--- config.mk ---
export PLATFORM = sky130hd
export DESIGN_NAME = line_centroid_pid_drive
export DESIGN_NICKNAME = d
export VERILOG_FILES = /design/src/design/lcpd_pkg.sv /design/src/design/line_centroid_pid_drive.sv /design/src/design/lcpd_lane.sv /design/src/design/lcpd_merge.sv /design/src/design/lcpd_pid.sv
export SDC_FILE = /design/constraint.sdc
export NUM_CORES = 2
export LEC_CHECK = 0
export BUFFER_PORTS_ARGS = -buffer_cell sky130_fd_sc_hd__buf_2
export CORE_ASPECT_RATIO = 2
export CORE_MARGIN = 2
export CORE_UTILIZATION = 57
export CTS_CLUSTER_DIAMETER = 150
export CTS_CLUSTER_SIZE = 40
export DETAILED_ROUTE_END_ITERATION = 16
export PLACE_DENSITY = 0.84
export SLEW_MARGIN = 40
export SYNTH_ARGS = -nofsm -noshare
export SYNTH_HDL_FRONTEND = slang
export SYNTH_HIERARCHICAL = 1
export SYNTH_SLANG_ARGS = --single-unit
--- constraint.sdc ---
create_clock -name clk -period 11.3 [get_ports clk]
set_input_delay 0 -clock clk [delete_from_list [all_inputs] [get_ports clk]]
set_output_delay 0 -clock clk [all_outputs]
set_load 0.01 [all_outputs]
--- src/design/lcpd_pkg.sv ---
// ---------------------------------------------------------------------------
// lcpd_pkg
// Shared types and constants for the line centroid PID drive block.
// ---------------------------------------------------------------------------
package lcpd_pkg;

  localparam int SENSOR_COUNT   = 8;
  localparam int STEP_UNITS     = 100;
  localparam int FULL_SCALE     = (SENSOR_COUNT - 1) * STEP_UNITS;
  localparam int SNAP_MARGIN    = 50;
  localparam int PWM_PERIOD     = 100;

  localparam int POS_BITS       = 10;
  localparam int BASE_BITS      = 7;
  localparam int GAIN_BITS      = 8;
  localparam int MAG_BITS       = 7;
  localparam int ERR_BITS       = 11;
  localparam int DIFF_BITS      = 12;
  localparam int ACTION_BITS    = 2;
  localparam int CFG_BITS       = 10;
  localparam int CFG_INDEX_BITS = 3;

  localparam int COUNT_BITS     = $clog2(SENSOR_COUNT + 1);
  localparam int WSUM_BITS      =
    $clog2(STEP_UNITS * SENSOR_COUNT * (SENSOR_COUNT - 1) / 2 + 1);

  localparam int OUT_BITS       = POS_BITS + 1 + SENSOR_COUNT + 2 * (MAG_BITS + 1);
  localparam int OUT_TDATA_BITS = ((OUT_BITS + 7) / 8) * 8;

  localparam logic [POS_BITS-1:0]  TARGET_RESET = POS_BITS'(350);
  localparam logic [BASE_BITS-1:0] BASE_RESET   = BASE_BITS'(20);

  localparam logic [CFG_INDEX_BITS-1:0] REG_TARGET = 3'd0;
  localparam logic [CFG_INDEX_BITS-1:0] REG_BASE   = 3'd1;
  localparam logic [CFG_INDEX_BITS-1:0] REG_KP     = 3'd2;
  localparam logic [CFG_INDEX_BITS-1:0] REG_KD     = 3'd3;
  localparam logic [CFG_INDEX_BITS-1:0] REG_KI     = 3'd4;

  localparam logic [ACTION_BITS-1:0] ACT_LINE = 2'd0;
  localparam logic [ACTION_BITS-1:0] ACT_BG   = 2'd1;
  localparam logic [ACTION_BITS-1:0] ACT_RUN  = 2'd2;

  typedef struct packed {
    logic                    valid;
    logic [POS_BITS-1:0]     position;
    logic                    line_seen;
    logic [SENSOR_COUNT-1:0] sensor_bits;
  } lcpd_pos_t;

  typedef struct packed {
    logic                    valid;
    logic [POS_BITS-1:0]     position;
    logic                    line_seen;
    logic [SENSOR_COUNT-1:0] sensor_bits;
    logic [MAG_BITS-1:0]     left_magnitude;
    logic                    left_reverse;
    logic [MAG_BITS-1:0]     right_magnitude;
    logic                    right_reverse;
  } lcpd_result_t;

endpackage

--- src/design/line_centroid_pid_drive.sv ---
// ---------------------------------------------------------------------------
// line_centroid_pid_drive
// Line sensor front end: per-channel thresholds, centroid position and
// PID steering of two drives.
// ---------------------------------------------------------------------------
// One request at a time. Calibration requests (capture line, capture
// background) finish in the cycle they are accepted and give no result. A
// run request raises m_tvalid once its result is through the steps below.
// The lane compare is taken at acceptance. After that come the hit count
// and weighted sum, the two-bit-per-cycle centroid divide (skipped when
// nothing is marked) and the PID sequence on its single shared multiplier.
// s_tready returns in the cycle after the result is loaded, so a request
// is not taken while an earlier run is still in progress. A result held by
// the receiver stalls the next run at its last PID step. A new request is
// taken while the previous result still waits in the output register.
module line_centroid_pid_drive #(
  parameter int SAMPLE_BITS   = 12,
  parameter int HISTORY_DEPTH = 6
) (
  input  logic                                       clk,
  input  logic                                       rst,
  // samples 0 to SENSOR_COUNT-1, sample_0 lowest
  input  logic [((lcpd_pkg::SENSOR_COUNT*SAMPLE_BITS+7)/8)*8-1:0] s_tdata,
  // action
  input  logic [lcpd_pkg::ACTION_BITS-1:0]           s_tuser,
  input  logic                                       s_tvalid,
  output logic                                       s_tready,
  // position, line_seen, sensor_bits, left_magnitude, left_reverse,
  // right_magnitude, right_reverse
  output logic [lcpd_pkg::OUT_TDATA_BITS-1:0]        m_tdata,
  output logic                                       m_tvalid,
  input  logic                                       m_tready,
  input  logic                                       cfg_we,
  input  logic [lcpd_pkg::CFG_INDEX_BITS-1:0]        cfg_index,
  input  logic [lcpd_pkg::CFG_BITS-1:0]              cfg_wdata
);
  import lcpd_pkg::*;

  localparam logic ST_IDLE = 1'b0;
  localparam logic ST_RUN  = 1'b1;

  logic                    state;
  logic                    accept;
  logic                    out_free;
  logic [POS_BITS-1:0]     target;
  logic [BASE_BITS-1:0]    base;
  logic [GAIN_BITS-1:0]    kp;
  logic [GAIN_BITS-1:0]    kd;
  logic [GAIN_BITS-1:0]    ki;
  logic [SENSOR_COUNT-1:0] hits;
  lcpd_pos_t               pos;
  lcpd_result_t            res;

  assign s_tready = (state == ST_IDLE);
  assign accept   = s_tvalid && s_tready;
  assign out_free = !m_tvalid || m_tready;

  for (genvar i = 0; i < SENSOR_COUNT; i++) begin : g_lane
    lcpd_lane #(
      .SAMPLE_BITS (SAMPLE_BITS)
    ) u_lane (
      .clk          (clk),
      .rst          (rst),
      .capture_line (accept && (s_tuser == ACT_LINE)),
      .capture_bg   (accept && (s_tuser == ACT_BG)),
      .sample       (s_tdata[i*SAMPLE_BITS +: SAMPLE_BITS]),
      .hit          (hits[i])
    );
  end

  lcpd_merge u_merge (
    .clk   (clk),
    .rst   (rst),
    .start (accept && (s_tuser == ACT_RUN)),
    .bits  (hits),
    .pos   (pos)
  );

  lcpd_pid #(
    .HISTORY_DEPTH (HISTORY_DEPTH)
  ) u_pid (
    .clk      (clk),
    .rst      (rst),
    .pos      (pos),
    .target   (target),
    .base     (base),
    .kp       (kp),
    .kd       (kd),
    .ki       (ki),
    .out_free (out_free),
    .res      (res)
  );

  always_ff @(posedge clk) begin
    if (rst) begin
      target <= TARGET_RESET;
      base   <= BASE_RESET;
      kp     <= '0;
      kd     <= '0;
      ki     <= '0;
    end else if (cfg_we) begin
      unique case (cfg_index)
        REG_TARGET: target <= cfg_wdata[POS_BITS-1:0];
        REG_BASE:   base   <= cfg_wdata[BASE_BITS-1:0];
        REG_KP:     kp     <= cfg_wdata[GAIN_BITS-1:0];
        REG_KD:     kd     <= cfg_wdata[GAIN_BITS-1:0];
        REG_KI:     ki     <= cfg_wdata[GAIN_BITS-1:0];
        default: begin
        end
      endcase
    end
  end

  always_ff @(posedge clk) begin
    if (rst) begin
      state <= ST_IDLE;
    end else begin
      unique case (state)
        ST_IDLE: begin
          if (accept && (s_tuser == ACT_RUN)) begin
            state <= ST_RUN;
          end
        end
        ST_RUN: begin
          if (res.valid) begin
            state <= ST_IDLE;
          end
        end
        default: begin
          state <= ST_IDLE;
        end
      endcase
    end
  end

  always_ff @(posedge clk) begin
    if (rst) begin
      m_tvalid <= 1'b0;
    end else if (res.valid) begin
      m_tvalid <= 1'b1;
    end else if (m_tready) begin
      m_tvalid <= 1'b0;
    end
  end

  always_ff @(posedge clk) begin
    if (res.valid) begin
      m_tdata <= OUT_TDATA_BITS'({res.right_reverse, res.right_magnitude,
                                  res.left_reverse, res.left_magnitude,
                                  res.sensor_bits, res.line_seen, res.position});
    end
  end

endmodule

--- src/design/lcpd_lane.sv ---
// ---------------------------------------------------------------------------
// lcpd_lane
// One sensor channel: stored line level, threshold and the compare.
// ---------------------------------------------------------------------------
module lcpd_lane #(
  parameter int SAMPLE_BITS = 12
) (
  input  logic                   clk,
  input  logic                   rst,
  input  logic                   capture_line,
  input  logic                   capture_bg,
  input  logic [SAMPLE_BITS-1:0] sample,
  output logic                   hit
);

  logic [SAMPLE_BITS-1:0] line_level;
  logic [SAMPLE_BITS-1:0] threshold;
  logic [SAMPLE_BITS:0]   level_sum;

  assign level_sum = {1'b0, line_level} + {1'b0, sample};
  assign hit       = (sample >= threshold);

  always_ff @(posedge clk) begin
    if (capture_line) begin
      line_level <= sample;
    end
  end

  always_ff @(posedge clk) begin
    if (rst) begin
      threshold <= '0;
    end else if (capture_bg) begin
      threshold <= level_sum[SAMPLE_BITS:1];
    end
  end

endmodule

--- src/design/lcpd_merge.sv ---
// ---------------------------------------------------------------------------
// lcpd_merge
// Combines lane hits into a centroid: count, weighted sum, radix-4 divide.
// ---------------------------------------------------------------------------
module lcpd_merge (
  input  logic                             clk,
  input  logic                             rst,
  input  logic                             start,
  input  logic [lcpd_pkg::SENSOR_COUNT-1:0] bits,
  output lcpd_pkg::lcpd_pos_t              pos
);
  import lcpd_pkg::*;

  localparam int DIV_STEPS = (WSUM_BITS + 1) / 2;
  localparam int DIV_BITS  = 2 * DIV_STEPS;
  localparam int STEP_BITS = $clog2(DIV_STEPS);

  localparam logic [1:0] M_IDLE = 2'd0;
  localparam logic [1:0] M_SUM  = 2'd1;
  localparam logic [1:0] M_DIV  = 2'd2;

  logic [1:0]              mstate;
  logic [SENSOR_COUNT-1:0] bits_r;
  logic [COUNT_BITS-1:0]   count_r;
  logic [COUNT_BITS-1:0]   rem;
  logic [DIV_BITS-1:0]     quo;
  logic [DIV_BITS-1:0]     quo_next;
  logic [STEP_BITS-1:0]    step;
  logic [POS_BITS-1:0]     last_pos;

  logic [COUNT_BITS-1:0]   count_c;
  logic [WSUM_BITS-1:0]    wsum_c;
  logic [POS_BITS-1:0]     snap_c;
  logic [COUNT_BITS:0]     rem1;
  logic [COUNT_BITS:0]     r1;
  logic [COUNT_BITS:0]     rem2;
  logic [COUNT_BITS:0]     r2;
  logic                    q1;
  logic                    q2;

  always_comb begin
    count_c = '0;
    wsum_c  = '0;
    for (int i = 0; i < SENSOR_COUNT; i++) begin
      if (bits_r[i]) begin
        count_c = count_c + COUNT_BITS'(1);
        wsum_c  = wsum_c + WSUM_BITS'(i * STEP_UNITS);
      end
    end
  end

  always_comb begin
    if (last_pos <= POS_BITS'(SNAP_MARGIN)) begin
      snap_c = '0;
    end else if (last_pos >= POS_BITS'(FULL_SCALE - SNAP_MARGIN)) begin
      snap_c = POS_BITS'(FULL_SCALE);
    end else begin
      snap_c = last_pos;
    end
  end

  // two restoring steps per cycle
  always_comb begin
    rem1 = {rem, quo[DIV_BITS-1]};
    if (rem1 >= {1'b0, count_r}) begin
      r1 = rem1 - {1'b0, count_r};
      q1 = 1'b1;
    end else begin
      r1 = rem1;
      q1 = 1'b0;
    end
    rem2 = {r1[COUNT_BITS-1:0], quo[DIV_BITS-2]};
    if (rem2 >= {1'b0, count_r}) begin
      r2 = rem2 - {1'b0, count_r};
      q2 = 1'b1;
    end else begin
      r2 = rem2;
      q2 = 1'b0;
    end
    quo_next = {quo[DIV_BITS-3:0], q1, q2};
  end

  always_ff @(posedge clk) begin
    if (rst) begin
      mstate    <= M_IDLE;
      last_pos  <= '0;
      pos.valid <= 1'b0;
    end else begin
      pos.valid <= 1'b0;
      unique case (mstate)
        M_IDLE: begin
          if (start) begin
            bits_r <= bits;
            mstate <= M_SUM;
          end
        end
        M_SUM: begin
          count_r         <= count_c;
          quo             <= DIV_BITS'(wsum_c);
          rem             <= '0;
          step            <= '0;
          pos.sensor_bits <= bits_r;
          pos.line_seen   <= (count_c != '0);
          if (count_c == '0) begin
            pos.valid    <= 1'b1;
            pos.position <= snap_c;
            last_pos     <= snap_c;
            mstate       <= M_IDLE;
          end else begin
            mstate <= M_DIV;
          end
        end
        M_DIV: begin
          rem  <= r2[COUNT_BITS-1:0];
          quo  <= quo_next;
          step <= step + STEP_BITS'(1);
          if (step == STEP_BITS'(DIV_STEPS - 1)) begin
            pos.valid    <= 1'b1;
            pos.position <= quo_next[POS_BITS-1:0];
            last_pos     <= quo_next[POS_BITS-1:0];
            mstate       <= M_IDLE;
          end
        end
        default: begin
          mstate <= M_IDLE;
        end
      endcase
    end
  end

endmodule

--- src/design/lcpd_pid.sv ---
// ---------------------------------------------------------------------------
// lcpd_pid
// PID term on one shared multiplier, error history and the two drives.
// ---------------------------------------------------------------------------
module lcpd_pid #(
  parameter int HISTORY_DEPTH = 6
) (
  input  logic                              clk,
  input  logic                              rst,
  input  lcpd_pkg::lcpd_pos_t               pos,
  input  logic [lcpd_pkg::POS_BITS-1:0]     target,
  input  logic [lcpd_pkg::BASE_BITS-1:0]    base,
  input  logic [lcpd_pkg::GAIN_BITS-1:0]    kp,
  input  logic [lcpd_pkg::GAIN_BITS-1:0]    kd,
  input  logic [lcpd_pkg::GAIN_BITS-1:0]    ki,
  input  logic                              out_free,
  output lcpd_pkg::lcpd_result_t            res
);
  import lcpd_pkg::*;

  localparam int HSUM_BITS  = ERR_BITS + $clog2(HISTORY_DEPTH);
  localparam int OP_BITS    = (HSUM_BITS > DIFF_BITS) ? HSUM_BITS : DIFF_BITS;
  localparam int PROD_BITS  = OP_BITS + GAIN_BITS + 1;
  localparam int TERM_BITS  = PROD_BITS + 2;
  localparam int DRIVE_BITS = TERM_BITS + 1;

  localparam logic [2:0] P_IDLE = 3'd0;
  localparam logic [2:0] P_MULP = 3'd1;
  localparam logic [2:0] P_MULD = 3'd2;
  localparam logic [2:0] P_MULI = 3'd3;
  localparam logic [2:0] P_ACC  = 3'd4;
  localparam logic [2:0] P_SUM  = 3'd5;
  localparam logic [2:0] P_OUT  = 3'd6;

  logic [2:0]                   phase;
  lcpd_pos_t                    pos_r;
  logic signed [ERR_BITS-1:0]   err_r;
  logic signed [DIFF_BITS-1:0]  diff_r;
  logic signed [ERR_BITS-1:0]   hist [HISTORY_DEPTH];
  logic signed [HSUM_BITS-1:0]  hsum;
  logic signed [PROD_BITS-1:0]  prod;
  logic signed [TERM_BITS-1:0]  acc;
  logic signed [DRIVE_BITS-1:0] left;
  logic signed [DRIVE_BITS-1:0] right;

  logic signed [ERR_BITS-1:0]   err_c;
  logic signed [DIFF_BITS-1:0]  diff_c;
  logic signed [GAIN_BITS:0]    gain_c;
  logic signed [OP_BITS-1:0]    op_c;
  logic signed [HSUM_BITS+1:0]  hsum_c;
  logic signed [DRIVE_BITS-1:0] base_c;

  function automatic logic [MAG_BITS:0] drive_mag(input logic signed [DRIVE_BITS-1:0] d);
    logic [DRIVE_BITS-1:0] m;
    logic [MAG_BITS-1:0]   sat;
    m = d[DRIVE_BITS-1] ? DRIVE_BITS'(-d) : DRIVE_BITS'(d);
    if (m > DRIVE_BITS'(PWM_PERIOD)) begin
      sat = MAG_BITS'(PWM_PERIOD);
    end else begin
      sat = m[MAG_BITS-1:0];
    end
    return {sat, d[DRIVE_BITS-1]};
  endfunction

  assign err_c  = signed'({1'b0, pos.position}) - signed'({1'b0, target});
  assign diff_c = DIFF_BITS'(err_c) - DIFF_BITS'(hist[0]);
  assign hsum_c = (HSUM_BITS+2)'(hsum) + (HSUM_BITS+2)'(err_r)
                - (HSUM_BITS+2)'(hist[HISTORY_DEPTH-1]);
  assign base_c = signed'(DRIVE_BITS'(base));

  always_comb begin
    case (phase)
      P_MULD: begin
        gain_c = signed'({1'b0, kd});
        op_c   = OP_BITS'(diff_r);
      end
      P_MULI: begin
        gain_c = signed'({1'b0, ki});
        op_c   = OP_BITS'(hsum);
      end
      default: begin
        gain_c = signed'({1'b0, kp});
        op_c   = OP_BITS'(err_r);
      end
    endcase
  end

  always_comb begin
    res.valid       = (phase == P_OUT) && out_free;
    res.position    = pos_r.position;
    res.line_seen   = pos_r.line_seen;
    res.sensor_bits = pos_r.sensor_bits;
    {res.left_magnitude, res.left_reverse}   = drive_mag(left);
    {res.right_magnitude, res.right_reverse} = drive_mag(right);
  end

  always_ff @(posedge clk) begin
    if (rst) begin
      phase <= P_IDLE;
      hsum  <= '0;
      for (int i = 0; i < HISTORY_DEPTH; i++) begin
        hist[i] <= '0;
      end
    end else begin
      unique case (phase)
        P_IDLE: begin
          if (pos.valid) begin
            pos_r  <= pos;
            err_r  <= err_c;
            diff_r <= diff_c;
            acc    <= '0;
            phase  <= P_MULP;
          end
        end
        P_MULP: begin
          prod  <= gain_c * op_c;
          phase <= P_MULD;
        end
        P_MULD: begin
          acc   <= acc + TERM_BITS'(prod);
          prod  <= gain_c * op_c;
          phase <= P_MULI;
        end
        P_MULI: begin
          acc   <= acc + TERM_BITS'(prod);
          prod  <= gain_c * op_c;
          phase <= P_ACC;
        end
        P_ACC: begin
          acc   <= acc + TERM_BITS'(prod);
          phase <= P_SUM;
        end
        P_SUM: begin
          left  <= base_c + DRIVE_BITS'(acc);
          right <= base_c - DRIVE_BITS'(acc);
          phase <= P_OUT;
        end
        P_OUT: begin
          if (out_free) begin
            for (int i = HISTORY_DEPTH - 1; i > 0; i--) begin
              hist[i] <= hist[i-1];
            end
            hist[0] <= err_r;
            hsum    <= hsum_c[HSUM_BITS-1:0];
            phase   <= P_IDLE;
          end
        end
        default: begin
          phase <= P_IDLE;
        end
      endcase
    end
  end

endmodule

Word level (Yosys, flattened, before mapping)
Memories as Yosys holds them, arrays and structs flattened.
Index checks and enable logic that the tools add are counted.
Word-level totals
  register bits after elaboration: 492
  bits in writable memories: 66
  memories kept: 1
Cells by class
  add/subtract/negate cells: 33
  $mul: 1
  order comparisons: 14
  equality and inequality tests: 20
  muxes and demuxes: 60
  bitwise logic cells: 8
  reductions and logical operators: 35
Memory list
  u_pid.hist: words 6, width 11, read ports 6, clocked after memory_dff 0, write ports 6, line lcpd_pid.sv:39  | logic signed [ERR_BITS-1:0] hist [HISTORY_DEPTH];
Operator list (number)
  $add A12 B12 Y13: 8
  $ge A12 B12 Y1: 8
  $mux W11: 8
  $mux W12: 6
  $gt A26 B7 Y1 const B: 2
  $mux W26: 2
  $neg A26 Y26: 2
  $pmux W25 S2: 1
  $mux W10: 4
  $add A12 B9 Y12 const B: 3
  $mux W4: 9
  $pmux W14 S2: 1
  $add A8 B25 Y26: 1
  $sub A8 B25 Y26: 1
  $add A25 B23 Y25: 1
  $mux W25: 1
  $add A12 B10 Y12 const B: 2
  $add A4 B1 Y4 const B: 6
  $pmux W12 S2: 1
  $reduce_and A2 Y1: 12
  $mul A9 B14 Y23: 1
  $pmux W11 S2: 1
  $pmux W3 S7: 1
  $pmux W10 S2: 1
  40 further kinds: 88

Longest topological paths before layout
  word-level depth: 18
  mapped depth: 26
  depth with buffers taken out: 24

Hierarchy
The synthesis kept the hierarchy.
By module, submodules not included
  lcpd_pid: instances 1, cells an instance 1858, area each 17942.2 µm², seq. area each 6556.3 µm²
  lcpd_lane: instances 8, cells an instance 155, area each 1539.0 µm², seq. area each 600.6 µm²
  lcpd_merge: instances 1, cells an instance 488, area each 4715.8 µm², seq. area each 1761.7 µm²
  line_centroid_pid_drive: instances 1, cells an instance 208, area each 2867.8 µm², seq. area each 1911.8 µm²

Worst setup path before layout
No wires, ideal clock.
  path type: reg2reg
  from: register state
  to: register g_lane[0].u_lane.line_level[0], enable pin
  data arrival time: 10221 ps
  data required time: 10475 ps
  setup slack: 254 ps
  cell stages (with the launch flop): 2
  clock period less this slack: 11046 ps
  cell sequence: dfxtp_1 -> nor4b_1
On the way
  word-level cells in the longest chain between the ends: 3
RTL lines
  start, declared: line line_centroid_pid_drive.sv:42  | logic state;
  start signal, assigned: line line_centroid_pid_drive.sv:116  | state <= ST_IDLE;
  start signal, assigned: line line_centroid_pid_drive.sv:121  | state <= ST_RUN;
  start signal, assigned: line line_centroid_pid_drive.sv:126  | state <= ST_IDLE;
  $not A1 Y1
  $logic_and A1 B1 Y1: line line_centroid_pid_drive.sv:55  | assign accept = s_tvalid && s_tready;
  $logic_and A1 B1 Y1: line line_centroid_pid_drive.sv:64  | .capture_line (accept && (s_tuser == ACT_LINE)),
  end signal, assigned: line lcpd_lane.sv:25  | line_level <= sample;
  end, declared: line lcpd_lane.sv:16  | logic [SAMPLE_BITS-1:0] line_level;
No other way between the ends.
A chain may end at the register's enable or synchronous reset.

Final worst setup path
  from: register u_pid.phase[0]
  to: register u_pid.prod[21] (data pin)
On the way
  word-level cells in the longest chain between the ends: 3
  elaborated cells on any way between the ends: 5
  classes of those cells: mul (1); eq/ne (2); mux (2)
RTL lines
  start, declared: line lcpd_pid.sv:35  | logic [2:0] phase;
  start signal, assigned: line lcpd_pid.sv:99  | phase <= P_IDLE;
  start signal, assigned: line lcpd_pid.sv:112  | phase <= P_MULP;
  start signal, assigned: line lcpd_pid.sv:117  | phase <= P_MULD;
  $eq A3 B2 Y1: line lcpd_pid.sv:72, lcpd_pid.sv:105
  $pmux W8 S2 or $pmux W14 S2 (tied branches): line lcpd_pid.sv:72  | case (phase)
  $mul A9 B14 Y23 *: line lcpd_pid.sv:116, lcpd_pid.sv:121, lcpd_pid.sv:126
  end signal, assigned: line lcpd_pid.sv:116  | prod <= gain_c * op_c;
  end signal, assigned: line lcpd_pid.sv:121  | prod <= gain_c * op_c;
  end signal, assigned: line lcpd_pid.sv:126  | prod <= gain_c * op_c;
  end, declared: line lcpd_pid.sv:41  | logic signed [PROD_BITS-1:0] prod;
Mark *: on every way between the ends. The rest lies on a longest branch, timed or not.

==> metrics.md <==
| Metric | Value |
|---|---|
| Post-synthesis async set-or-reset flop share | 0 |
| Die Area | just under 70,000 um2 |
| Final TNS setup | 0 ns |
| Initial antenna violation count | 3 |
| Hold Path Depth | 2 |
| RSZ-0062 raised after global routing | false |
| Yosys warnings | 6 |
| CP startpoint kind | register |
| First-pass GRT wire length | 148 mm |
| Post_cts resized | 0 |
| Fillers | approximately 5,100 |
| Run status | finished clean |
| Worst-margin pin slew | ~0.93 ns |
| Area of the multi-input gates | just over 20,000 um2 |
| Cts hold-fix bufs | between 100 and 150 |
| RR Startpoint | u_pid/phase[0]$_SDFFE_PP0P_ |
| Fin crit period | between 6 and 7 ns |
| Final period utilization | 0.584 |
| Sequential Area | 15,000 um2 |
| Average size of a mapped cell | around 10 um2 |
| Synth Cell Area | between 30,000 and 40,000 um2 |
| GRT overflow | 0 |
| Final Max Tran Viols | 0 |
| Layout cells sized above 1 | 0.0780 |
| Synth Register Bits | about 560 |
| CTS tree | yes |
| Chip height | 368 um |
| Most common flop cell mapped by yosys | edfxtp_1 |
| Reg-to-Reg End | u_pid/prod[21]$_DFFE_PP_ |
| Post-CTS setup repair buffer count | 0 |
| Initial Util | 0.576 |
| DP HPWL | 69.4 mm |
| Maxcap violations | 0 |
| Crit end category | register |
| I/O Buffers | around 150 |
| Hold Vio Cnt, Final | 0 |
| Unique masters post-synth | around 110 |
| CTS Buf Count | 17 |
| Hold Path Sink | g_lane[5].u_lane/line_level[6]$_DFFE_PP_ |
| Post-DRT Antenna Nets | 0 |
| Final Net Count | 4,584 |
| Vias per cell | 5.89 |
| R2R depth | 20 |
| Power Density | 91.2 nW/um2 |
| Routed len/inst | approximately 19 um |
| Clk_lat worst skew | between 0.5 and 0.6 ns |
| Clock Root Buffer | clkbuf_16 |
| Final setup violation count | 0 |
| Hold path start | s_tdata[66] |
| Sequential-to-total area share from yosys stat | 0.397 |
| Skew final | between 0.015 and 0.02 ns |
| Post-layout util | 0.628 |
| DRC errors left | 0 |
| Crit Path Max Fanout | 22 |
| Rows | 133 |
| Number of synthesized flops with an enable pin | between 300 and 400 |
| Crit Path Class | reg2reg |
| Slew HR | 0.364 |
| Class of the worst hold path | in2reg |
| Fmax | 0.151 GHz |
| Worst EP required | between 10 and 15 ns |
| VDD IR max | 0.000152 V |
| RePlAce Congestion | around 0.97 |
| CTS HTree Levels | 1 |
| GRT Resource Usage Total | 0.273 |
| P&R area growth vs syn | 9.06% |
| WL final | slightly above 90 mm |
| Post-Syn Instances | between 3,000 and 4,000 |
| Core area | about 66,000 um2 |
| Maximum clock path buffer count | 3 |
| Drt first pass iters | 7 |
| Reg2reg setup slack | 4.70 ns |
| Worst-path clk slew | roughly 0.15 ns |
| Die extent in x | approximately 190 um |
| Number of global-route vias before repair | 30,012 |
| Largest net degree at the start of global routing | around 120 |
| Critical path arrival | between 6 and 7 ns |
| Clk sinks | roughly 560 |
| Vias post-DR | between 20,000 and 30,000 |
| Starting DRC count in detailed routing | approximately 1,600 |
| Static Leak | approximately 17 nW |
| I/O pins | 158 |
-- per-layer routing --
| layer | up-vias | track usage | wire length [um] |
|---|---|---|---|
| li1 | 13706 | - | - |
| met4 | 6 | 0.206 | 8110 |
| met2 | 962 | 0.524 | 50600 |
| met3 | 406 | 0.0292 | 3610 |
| met1 | 13797 | 0.259 | 30600 |
| met5 | - | 0 | 41 |
-- layout make-up --
| type | instances | share of cell area |
|---|---|---|
| diodes | 1 | 0.0000606 |
| clock buffers | 28 | 0.0113 |
| clock inverters | 1 | 0.000121 |
| inverters | 447 | 0.0408 |
| multi-input cells | 2686 | 0.502 |
| flip-flops and latches | 557 | 0.364 |
| well taps | 877 | 0.0266 |
| repair buffers | 305 | 0.0545 |
-- cell usage in the layout (no fill, tap or decap), drive strengths merged, types with 62 or more instances in the layout --
cell / n
buf: 181
xor2: 62
nand2b: 90
inv: 443
o21ai: 176
nand2: 287
ha: 336
mux2i: 105
a21oi: 196
xnor2: 156
dfxtp: 169
and2: 78
fa: 118
a21o: 66
nor3: 105
nor2: 316
edfxtp: 388
dlygate4sd3: 124
-- flip-flops by register name, indices dropped and copies added (netlist names), 7 cells and up --
name	count
g_lane.u_lane/threshold	96
u_pid/hist	66
kd	8
u_pid/left	26
u_merge/bits_r	8
kp	8
u_pid/err_r	11
target	10
u_merge/last_pos	10
ki	8
u_pid/acc	25
u_pid/right	25
u_merge/quo	12
base	7
u_pid/diff_r	12
u_merge/pos	20
u_pid/res	19
g_lane.u_lane/line_level	96
u_pid/prod	23
u_pid/hsum	14
m_tdata	35
-- power breakdown --
group | total [mW] | switching [mW] | leakage (nW) | internal [mW]
combinational | 0.632 | 0.363 | 11.4 | 0.269
sequential | 2.25 | 0.0242 | 5.01 | 2.22
clock | 0.884 | 0.592 | 0.226 | 0.292
-- cells by family after synthesis --
kind of cell | Yosys count | share of synthesized area
other | 1 | 0.0000991
and+or+nand+nor | 1125 | 0.149
xor gates and xnor gates | 225 | 0.0551
muxes | 112 | 0.0299
buffers and inverters | 555 | 0.0575
adders and majority gates | 454 | 0.174
AOI/OAI and AO/OA | 765 | 0.138
DFF | 557 | 0.397
-- through the flow --
stage               hold WS (ns)  setup WS, ns  instance area, um2  power, mW  std cells
floorplan                 0.0798         0.254               37900       2.71       3798
global placement           0.217          4.45               39500       2.85       4746
detailed placement         0.215          4.77               39500       2.87       4747
CTS                        0.125          4.76               41200       3.77       4900
global route               0.139          4.25               41300       3.91       4901
finish                     0.153          4.70               41300       3.76       4902
-- synth_stat cells, drive strengths merged (26+ instances only) --
cell type / n / area (um2)
a21oi: 196 / 1070
xor2: 62 / 558
o21a: 27 / 203
o211ai: 29 / 218
o21ai: 176 / 911
nor2b: 50 / 313
buf: 33 / 211
a211oi: 50 / 375
inv: 443 / 1660
edfxtp: 388 / 11700
nor2: 316 / 1190
and2: 78 / 494
a31oi: 26 / 163
ha: 336 / 4200
a2111oi: 34 / 417
fa: 118 / 2360
dfxtp: 169 / 3380
xnor2: 156 / 1370
o22ai: 36 / 225
nor4: 32 / 258
clkbuf: 75 / 282
nand2: 287 / 1100
mux2i: 105 / 1050
nand2b: 90 / 563
nand4: 28 / 175
a21o: 66 / 495
nor3: 105 / 531
nand3: 29 / 145
-- worst max path at each step --
stage                                      startpoint                                        to  slack, ns
after floorplan                      state$_SDFF_PP0_  g_lane[0].u_lane/line_level[0]$_DFFE_PP_       0.25
after global placement    u_pid/phase[2]$_SDFFE_PP0P_                  u_pid/prod[21]$_DFFE_PP_       4.45
after detailed placement  u_pid/phase[0]$_SDFFE_PP0P_                  u_pid/prod[21]$_DFFE_PP_       4.77
after CTS                 u_pid/phase[0]$_SDFFE_PP0P_                  u_pid/prod[21]$_DFFE_PP_       4.76
after global routing      u_pid/phase[2]$_SDFFE_PP0P_                  u_pid/prod[21]$_DFFE_PP_       4.25
final                     u_pid/phase[0]$_SDFFE_PP0P_                  u_pid/prod[21]$_DFFE_PP_       4.70
-- critical path: stages, from the launching register on --
cell       delay [ns]
dfxtp_1          0.64
buf_4            0.39
mux2i_1          0.23
nor2_1           0.06
a21oi_1          0.55
nor2_1           0.14
fa_1             0.48
fa_1             0.54
inv_1            0.05
fa_1             0.46
fa_1             0.55
inv_1            0.04
ha_1             0.33
o21ai_0          0.11
o21bai_1         0.27
o211ai_1         0.22
a2111oi_1        0.69
o31ai_1          0.24
o21bai_1         0.16
a21oi_1          0.09
xnor2_1          0.13
Power figures use the tool's default switching activity.
